`config.mk`:
```
export PLATFORM = sky130hd
export DESIGN_NAME = all_pairs_box_overlap_detector
export DESIGN_NICKNAME = d
export VERILOG_FILES = /design/src/hdl/apbod_pkg.sv /design/src/hdl/apbod_ram.sv /design/src/hdl/all_pairs_box_overlap_detector.sv
export VERILOG_INCLUDE_DIRS = /design/src /design/src/hdl
export SDC_FILE = /design/constraint.sdc
export NUM_CORES = 2
export LEC_CHECK = 0
export BUFFER_PORTS_ARGS = -buffer_cell sky130_fd_sc_hd__buf_2
export CORE_MARGIN = 3
export CORE_UTILIZATION = 37
export DETAILED_ROUTE_END_ITERATION = 8
export GPL_ROUTABILITY_DRIVEN = 1
export RECOVER_POWER = 25
export SETUP_SLACK_MARGIN = 0.02
export SYNTH_ARGS = -nofsm -noshare
export SYNTH_HDL_FRONTEND = slang
export SYNTH_HIERARCHICAL = 1
export SYNTH_SLANG_ARGS = --single-unit
```
`constraint.sdc`:
```
create_clock -name clock -period 11.5 [get_ports clock]
set_input_delay 2.875 -clock clock [delete_from_list [all_inputs] [get_ports clock]]
set_output_delay 2.875 -clock clock [all_outputs]
set_load 0.02 [all_outputs]
```
`src/hdl/all_pairs_box_overlap_detector_assert.svh`:
```
`ifndef ALL_PAIRS_BOX_OVERLAP_DETECTOR_ASSERT_SVH
`define ALL_PAIRS_BOX_OVERLAP_DETECTOR_ASSERT_SVH

// Checks that the consequent holds in the same cycle as the antecedent.
`define APBOD_ASSERT_SAME(label, clk, rst, ante, cons) \
   label: assert property (@(posedge clk) disable iff (rst) (ante) |-> (cons)) \
      else $error("apbod assertion failed");

// Checks that the consequent holds in the cycle after the antecedent.
`define APBOD_ASSERT_NEXT(label, clk, rst, ante, cons) \
   label: assert property (@(posedge clk) disable iff (rst) (ante) |=> (cons)) \
      else $error("apbod assertion failed");

`endif

```
`src/hdl/apbod_pkg.sv`:
```
package apbod_pkg;

   localparam int MAX_ENTITIES_DEFAULT = 32;

   typedef enum logic {
      CMD_ADD   = 1'b0,
      CMD_CLEAR = 1'b1
   } command_type;

   typedef struct packed {
      command_type        command;
      logic [15:0]        entity_id;
      logic signed [15:0] pos_x;
      logic signed [15:0] pos_y;
      logic signed [15:0] pos_z;
      logic [14:0]        box_w;
      logic [14:0]        box_h;
   } req_type;

   typedef struct packed {
      logic        hit;
      logic [15:0] first_id;
      logic [15:0] second_id;
      logic        overflow;
      logic        last;
   } rsp_type;

   typedef struct packed {
      logic [15:0]        entity_id;
      logic signed [15:0] pos_x;
      logic signed [15:0] pos_y;
      logic signed [15:0] pos_z;
      logic [14:0]        box_w;
      logic [14:0]        box_h;
   } entity_type;

endpackage

```
`src/hdl/apbod_ram.sv`:
```
module apbod_ram #(
   parameter int Width = 8,
   parameter int Depth = 32
) (
   input  logic                     clock,
   input  logic                     wr_en,
   input  logic [$clog2(Depth)-1:0] wr_addr,
   input  logic [Width-1:0]         wr_data,
   input  logic                     rd_en,
   input  logic [$clog2(Depth)-1:0] rd_addr,
   output logic [Width-1:0]         rd_data
);

   logic [Width-1:0] mem [Depth];

   always_ff @(posedge clock) begin
      if (wr_en) begin
         mem[wr_addr] <= wr_data;
      end
      if (rd_en) begin
         rd_data <= mem[rd_addr];
      end
   end

endmodule

```
`src/hdl/all_pairs_box_overlap_detector.sv`:
```
// Brute-force box collision detector. A start with command add tests the new entity against
// every stored entity in storage order, one table entry per cycle through the single read port
// of the entity memory, and then stores it if the table is not full. Busy stays high from the
// transfer through the scan, wait and finish states (only the finish state when the table is
// empty), and the next transfer can be taken as soon as busy falls. Each colliding pair
// is reported on rsp_strobe for one cycle as soon as the following pair is found, and the final
// result (a hit or a single no-hit result, marked by last) comes in the same cycle as busy falls.
// A clear command gives no result and leaves busy low. The receiver cannot stall, so every
// result must be taken in the cycle it is shown.
module all_pairs_box_overlap_detector #(
   parameter int MaxEntities = apbod_pkg::MAX_ENTITIES_DEFAULT
) (
   input  logic               clock,
   input  logic               reset,
   input  logic               start,
   output logic               busy,
   input  apbod_pkg::req_type req_data,
   output logic               rsp_strobe,
   output apbod_pkg::rsp_type rsp_data
);

`include "all_pairs_box_overlap_detector_assert.svh"

   localparam int AddrWidth  = $clog2(MaxEntities);
   localparam int CountWidth = $clog2(MaxEntities + 1);
   localparam int EntWidth   = $bits(apbod_pkg::entity_type);

   typedef enum logic [1:0] {
      ST_IDLE,
      ST_SCAN,
      ST_WAIT,
      ST_FINISH
   } state_type;

   state_type              state_ff, state_in;
   logic [CountWidth-1:0]  count_ff, count_in;
   logic [AddrWidth-1:0]   idx_ff, idx_in;
   logic                   rd_valid_ff, rd_valid_in;
   logic                   pend_ff, pend_in;
   logic [15:0]            pend_id_ff, pend_id_in;
   logic                   rsp_strobe_ff, rsp_strobe_in;
   apbod_pkg::rsp_type     rsp_data_ff, rsp_data_in;
   apbod_pkg::req_type     req_ff, req_in;

   apbod_pkg::entity_type  wr_ent, rd_ent;
   logic [EntWidth-1:0]    rd_word;
   logic                   wr_en;
   logic                   full;
   logic                   accept;
   logic                   add_accept;
   logic                   match;
   logic [AddrWidth-1:0]   last_idx;
   logic signed [17:0]     sx, sy, sxe, sye, ox, oy, oxe, oye;

   apbod_ram #(
      .Width (EntWidth),
      .Depth (MaxEntities)
   ) u_ram (
      .clock   (clock),
      .wr_en   (wr_en),
      .wr_addr (count_ff[AddrWidth-1:0]),
      .wr_data (wr_ent),
      .rd_en   (state_ff == ST_SCAN),
      .rd_addr (idx_ff),
      .rd_data (rd_word)
   );

   assign rd_ent = apbod_pkg::entity_type'(rd_word);
   assign wr_ent = '{entity_id: req_ff.entity_id, pos_x: req_ff.pos_x, pos_y: req_ff.pos_y,
                     pos_z: req_ff.pos_z, box_w: req_ff.box_w, box_h: req_ff.box_h};

   assign full       = (count_ff == CountWidth'(MaxEntities));
   assign accept     = start && (state_ff == ST_IDLE);
   assign add_accept = accept && (req_data.command == apbod_pkg::CMD_ADD);
   assign last_idx   = AddrWidth'(count_ff - CountWidth'(1));
   assign wr_en      = (state_ff == ST_FINISH) && !full;

   always_comb begin
      sx  = $signed({{2{rd_ent.pos_x[15]}}, rd_ent.pos_x}) + $signed({3'b000, rd_ent.box_w});
      sy  = $signed({{2{rd_ent.pos_y[15]}}, rd_ent.pos_y}) + $signed({3'b000, rd_ent.box_h});
      sxe = sx + $signed({3'b000, rd_ent.box_w});
      sye = sy + $signed({3'b000, rd_ent.box_h});
      ox  = $signed({{2{req_ff.pos_x[15]}}, req_ff.pos_x}) + $signed({3'b000, req_ff.box_w});
      oy  = $signed({{2{req_ff.pos_y[15]}}, req_ff.pos_y}) + $signed({3'b000, req_ff.box_h});
      oxe = ox + $signed({3'b000, req_ff.box_w});
      oye = oy + $signed({3'b000, req_ff.box_h});
      match = rd_valid_ff && (rd_ent.pos_z == req_ff.pos_z)
              && (rd_ent.entity_id != req_ff.entity_id)
              && (sx < oxe) && (ox < sxe) && (sy < oye) && (oy < sye);
   end

   always_comb begin
      state_in      = state_ff;
      count_in      = count_ff;
      idx_in        = idx_ff;
      rd_valid_in   = (state_ff == ST_SCAN);
      pend_in       = pend_ff;
      pend_id_in    = pend_id_ff;
      rsp_strobe_in = 1'b0;
      rsp_data_in   = rsp_data_ff;
      req_in        = req_ff;

      if (match) begin
         if (pend_ff) begin
            rsp_strobe_in = 1'b1;
            rsp_data_in   = '{hit: 1'b1, first_id: pend_id_ff, second_id: req_ff.entity_id,
                              overflow: full, last: 1'b0};
         end
         pend_in    = 1'b1;
         pend_id_in = rd_ent.entity_id;
      end

      unique case (state_ff)
         ST_IDLE: begin
            if (accept) begin
               req_in = req_data;
               if (req_data.command == apbod_pkg::CMD_CLEAR) begin
                  count_in = '0;
               end else if (count_ff == '0) begin
                  state_in = ST_FINISH;
               end else begin
                  state_in = ST_SCAN;
                  idx_in   = '0;
               end
            end
         end
         ST_SCAN: begin
            idx_in = idx_ff + AddrWidth'(1);
            if (idx_ff == last_idx) begin
               state_in = ST_WAIT;
            end
         end
         ST_WAIT: begin
            state_in = ST_FINISH;
         end
         ST_FINISH: begin
            rsp_strobe_in = 1'b1;
            if (pend_ff) begin
               rsp_data_in = '{hit: 1'b1, first_id: pend_id_ff, second_id: req_ff.entity_id,
                               overflow: full, last: 1'b1};
            end else begin
               rsp_data_in = '{hit: 1'b0, first_id: 16'h0000, second_id: req_ff.entity_id,
                               overflow: full, last: 1'b1};
            end
            pend_in = 1'b0;
            if (!full) begin
               count_in = count_ff + CountWidth'(1);
            end
            state_in = ST_IDLE;
         end
         default: begin
            state_in = ST_IDLE;
         end
      endcase
   end

   always_ff @(posedge clock) begin
      if (reset) begin
         state_ff      <= ST_IDLE;
         count_ff      <= '0;
         rd_valid_ff   <= 1'b0;
         pend_ff       <= 1'b0;
         rsp_strobe_ff <= 1'b0;
      end else begin
         state_ff      <= state_in;
         count_ff      <= count_in;
         rd_valid_ff   <= rd_valid_in;
         pend_ff       <= pend_in;
         rsp_strobe_ff <= rsp_strobe_in;
      end
      idx_ff      <= idx_in;
      pend_id_ff  <= pend_id_in;
      rsp_data_ff <= rsp_data_in;
      req_ff      <= req_in;
   end

   assign busy       = (state_ff != ST_IDLE);
   assign rsp_strobe = rsp_strobe_ff;
   assign rsp_data   = rsp_data_ff;

   `APBOD_ASSERT_SAME(a_count_bound, clock, reset, 1'b1, count_ff <= CountWidth'(MaxEntities))
   `APBOD_ASSERT_SAME(a_idle_no_pending, clock, reset, state_ff == ST_IDLE, !pend_ff)
   `APBOD_ASSERT_SAME(a_read_in_scan, clock, reset, rd_valid_ff, busy && state_ff != ST_FINISH)
   `APBOD_ASSERT_SAME(a_nohit_is_last, clock, reset, rsp_strobe && !rsp_data.hit, rsp_data.last)
   `APBOD_ASSERT_NEXT(a_add_goes_busy, clock, reset, add_accept, busy)

endmodule

```
==> results_dict.tcl <==
set metrics [dict create \
    grt_max_degree 123 \
    ctsResizeCount 0 \
    drt-pass1-iter-count 6 \
    antenna_found_initial 36 \
    synthCells 6792 \
    rsz0062_at_grt "no" \
    wire_per_inst_um 30.70 \
    cp_slowest_stage_delay_ns 0.96 \
    grt_usage 0.2026 \
    fp.coreArea_um2 349700 \
    slew_headroom -0.1785 \
    hold_viol 0 \
    violations "capacitance limit, slew limit" \
    post-route-period-util 0.7550 \
    start_util 0.3722 \
    row_count 217 \
    htreeDepth 5 \
    first_global_vias 68930 \
    drtIter0Drc 7117 \
    fp.dieW_um 599.1 \
    place_area_um2 137400 \
    max_freq_mhz 115.2 \
    crit_type "reg2reg" \
    syn_nets 7094 \
    ys_seq_area_frac 0.7520 \
    clk_latency_ns 0.96 \
    critPathSlowestCell "clkbuf_1" \
    viasPerCell 5.758 \
    fin_skew_ns 0.06604 \
    synth_flop_cell "edfxtp_1" \
    synth_cell_types 77 \
    endpoint_kind "flip-flop" \
    cts_hold_buf 0 \
    slew_violations 798 \
    crit_arrival_ns 9.23 \
    clk_path_buf_depth 4 \
    wl_um 370600 \
    crit_fanout 34 \
    start_kind "flip-flop" \
    ys_ff_latch 3263 \
    fin_cells 12070 \
    clock-sinks 3263 \
    setup_viol 0 \
    dp_cells 11450 \
    ioPinCount 135 \
    vias 69520 \
    hold_path.class "reg2reg" \
    cp.required_ns 12.05 \
    period_needed_ns 8.683 \
    ys_warn_count 6 \
    async_flop_share 0 \
    synth_edf_count 3252 \
    cts.clk_slew.worst_paths_ns 0.06 \
    syn_area_per_cell_um2 19.16 \
    worstMarginPinSlew_ns 1.768 \
    cp_top_family "compound AO/OA/AOI/OAI gates" \
    power.density_nw_per_um2 226.1 \
    layout_commonest_cell "edfxtp_1" \
    final_nets 7490 \
    postRouteAntennaNets 0 \
    p_leak_nw 48.70 \
    drc 0 \
    setup_tns_ns 0 \
    postCtsSetupBuffers 0 \
    drive_above_1_share 0.1671 \
    die_height_um 599.1 \
    path_buf_inv 3 \
    most-common-layout-cells "3,252 x edfxtp_1, 755 x mux2i_1, 491 x a22oi_1" \
    cts_tree "done" \
    status "complete, but fails checks" \
    stdcell_area_um2 148100 \
    die_area_um2 358900 \
    synth.cell_area_um2 130200 \
    max-vdd-ir-drop_uv 170.4 \
    syn_to_final_growth_pct 13.82 \
    port_buffers 134 \
    numCtsBuffers 340 \
    dp_hpwl_um 204600 \
    drv_cap 23 \
    grt_first_pass_wirelength_um 520600 \
    clockRootBuffer "clkbuf_16" \
    finalWeightedCongestion 0.8743 \
    grt-ovfl-total 0 \
]
## final timing paths
path	start	to	slack (ns)	cells past startpoint
worst max-delay path	req_ff[62]	rsp_data[14]	2.82	26
worst max register to register	req_ff[62]	rsp_data[14]	2.82	26
worst min register to register	u_ram/rd_data[87]	pend_id_ff[9]	0.47	0
worst min-delay path	u_ram/rd_data[87]	pend_id_ff[9]	0.47	0
## kinds of logic after synthesis
kind of cell    after synthesis  share of synthesized area
xor+xnor                    144                   0.009748
fa+ha+maj                   204                    0.02007
flops                      3263                     0.7520
simple gates                727                    0.02851
buf+inv                     375                    0.01405
compound gates              947                    0.05235
mux                        1132                     0.1233
## power by group
group          internal (mW)  switching, mW
Sequential              14.0          0.260
Clock                   6.11           4.67
Combinational           3.13           5.33
Total                   23.2           10.3
## stage by stage
step | worst slack (ns) | util | hold slack, ns | power (mW)
2_1_floorplan | 3.038 | - | 0.4473 | 20.13
3_3_place_gp | 3.758 | 0.3928 | 0.4545 | 22.82
3_5_place_dp | 3.622 | 0.3928 | 0.4589 | 22.91
4_1_cts | 3.606 | 0.4242 | 0.4727 | 33.69
5_1_grt | 2.306 | 0.4236 | 0.4824 | 34.97
6_report | 2.817 | 0.4236 | 0.4690 | 33.50
## state kept, by name, indices dropped and copies added (netlist names)
register and flops:
count_ff 6, idx_ff 5, pend_ff 1, rsp_data 35, req_ff 94, state_ff 2, u_ram/mem 3008, u_ram/rd_data 94
pend_id_ff 16, rd_valid_ff 1, rsp_strobe 1
## layer usage
layer,up-vias,GRT usage,wire length [um]
met2,2863,0.3408,182200
li1,28820,-,-
met5,-,0,110
met4,16,0.05973,11440
met3,616,0.02761,25640
met1,37200,0.2744,151200
## cell type report
type | count | area, um2
fill | 30180 | 201600
sequential | 3263 | 97870
multi-input combinational | 3154 | 30840
clock buffer | 420 | 8851
tap | 4599 | 5754
timing repair buffer | 379 | 2489
clock inverter | 202 | 2136
inverter | 50 | 187.7
antenna | 6 | 15.01
## synthesized netlist by cell type, drive strengths merged, types with 4 or more instances
cell type  instances  area [um2]
or2                7       43.79
fa                 8       160.2
nor3              40       200.2
nand2             95       356.6
o31ai              9       67.56
nor3b              4       30.03
a21o              43       322.8
nand4             61       381.6
o41ai              4       61.32
o21ai             56       280.3
nand3            216        1081
mux4             377        8491
nand2b            16       100.1
and3              14       87.58
o211ai            11       87.58
nand3b             8       60.06
inv               50       187.7
a211o              5       43.79
nor2             137       516.8
edfxtp          3252       97650
mux2i            755        7557
nor2b             42       265.3
or3               23       143.9
o21a              23       172.7
a21oi            108       540.5
dfxtp             11       220.2
buf              198        1165
o31a               8       70.07
a31oi             66       412.9
o21bai             5       37.54
nor4               9       56.30
xnor2             75       664.4
clkbuf           127       476.7
a211oi            17       127.6
a311oi             4       41.29
a22o              56       490.5
ha               196        2452
o2111ai            4       35.03
a221oi             4       35.03
and4               6       52.55
and2              38       237.7
xor2              69       604.3
a22oi            491        3686
Power figures use the tool's default switching activity.
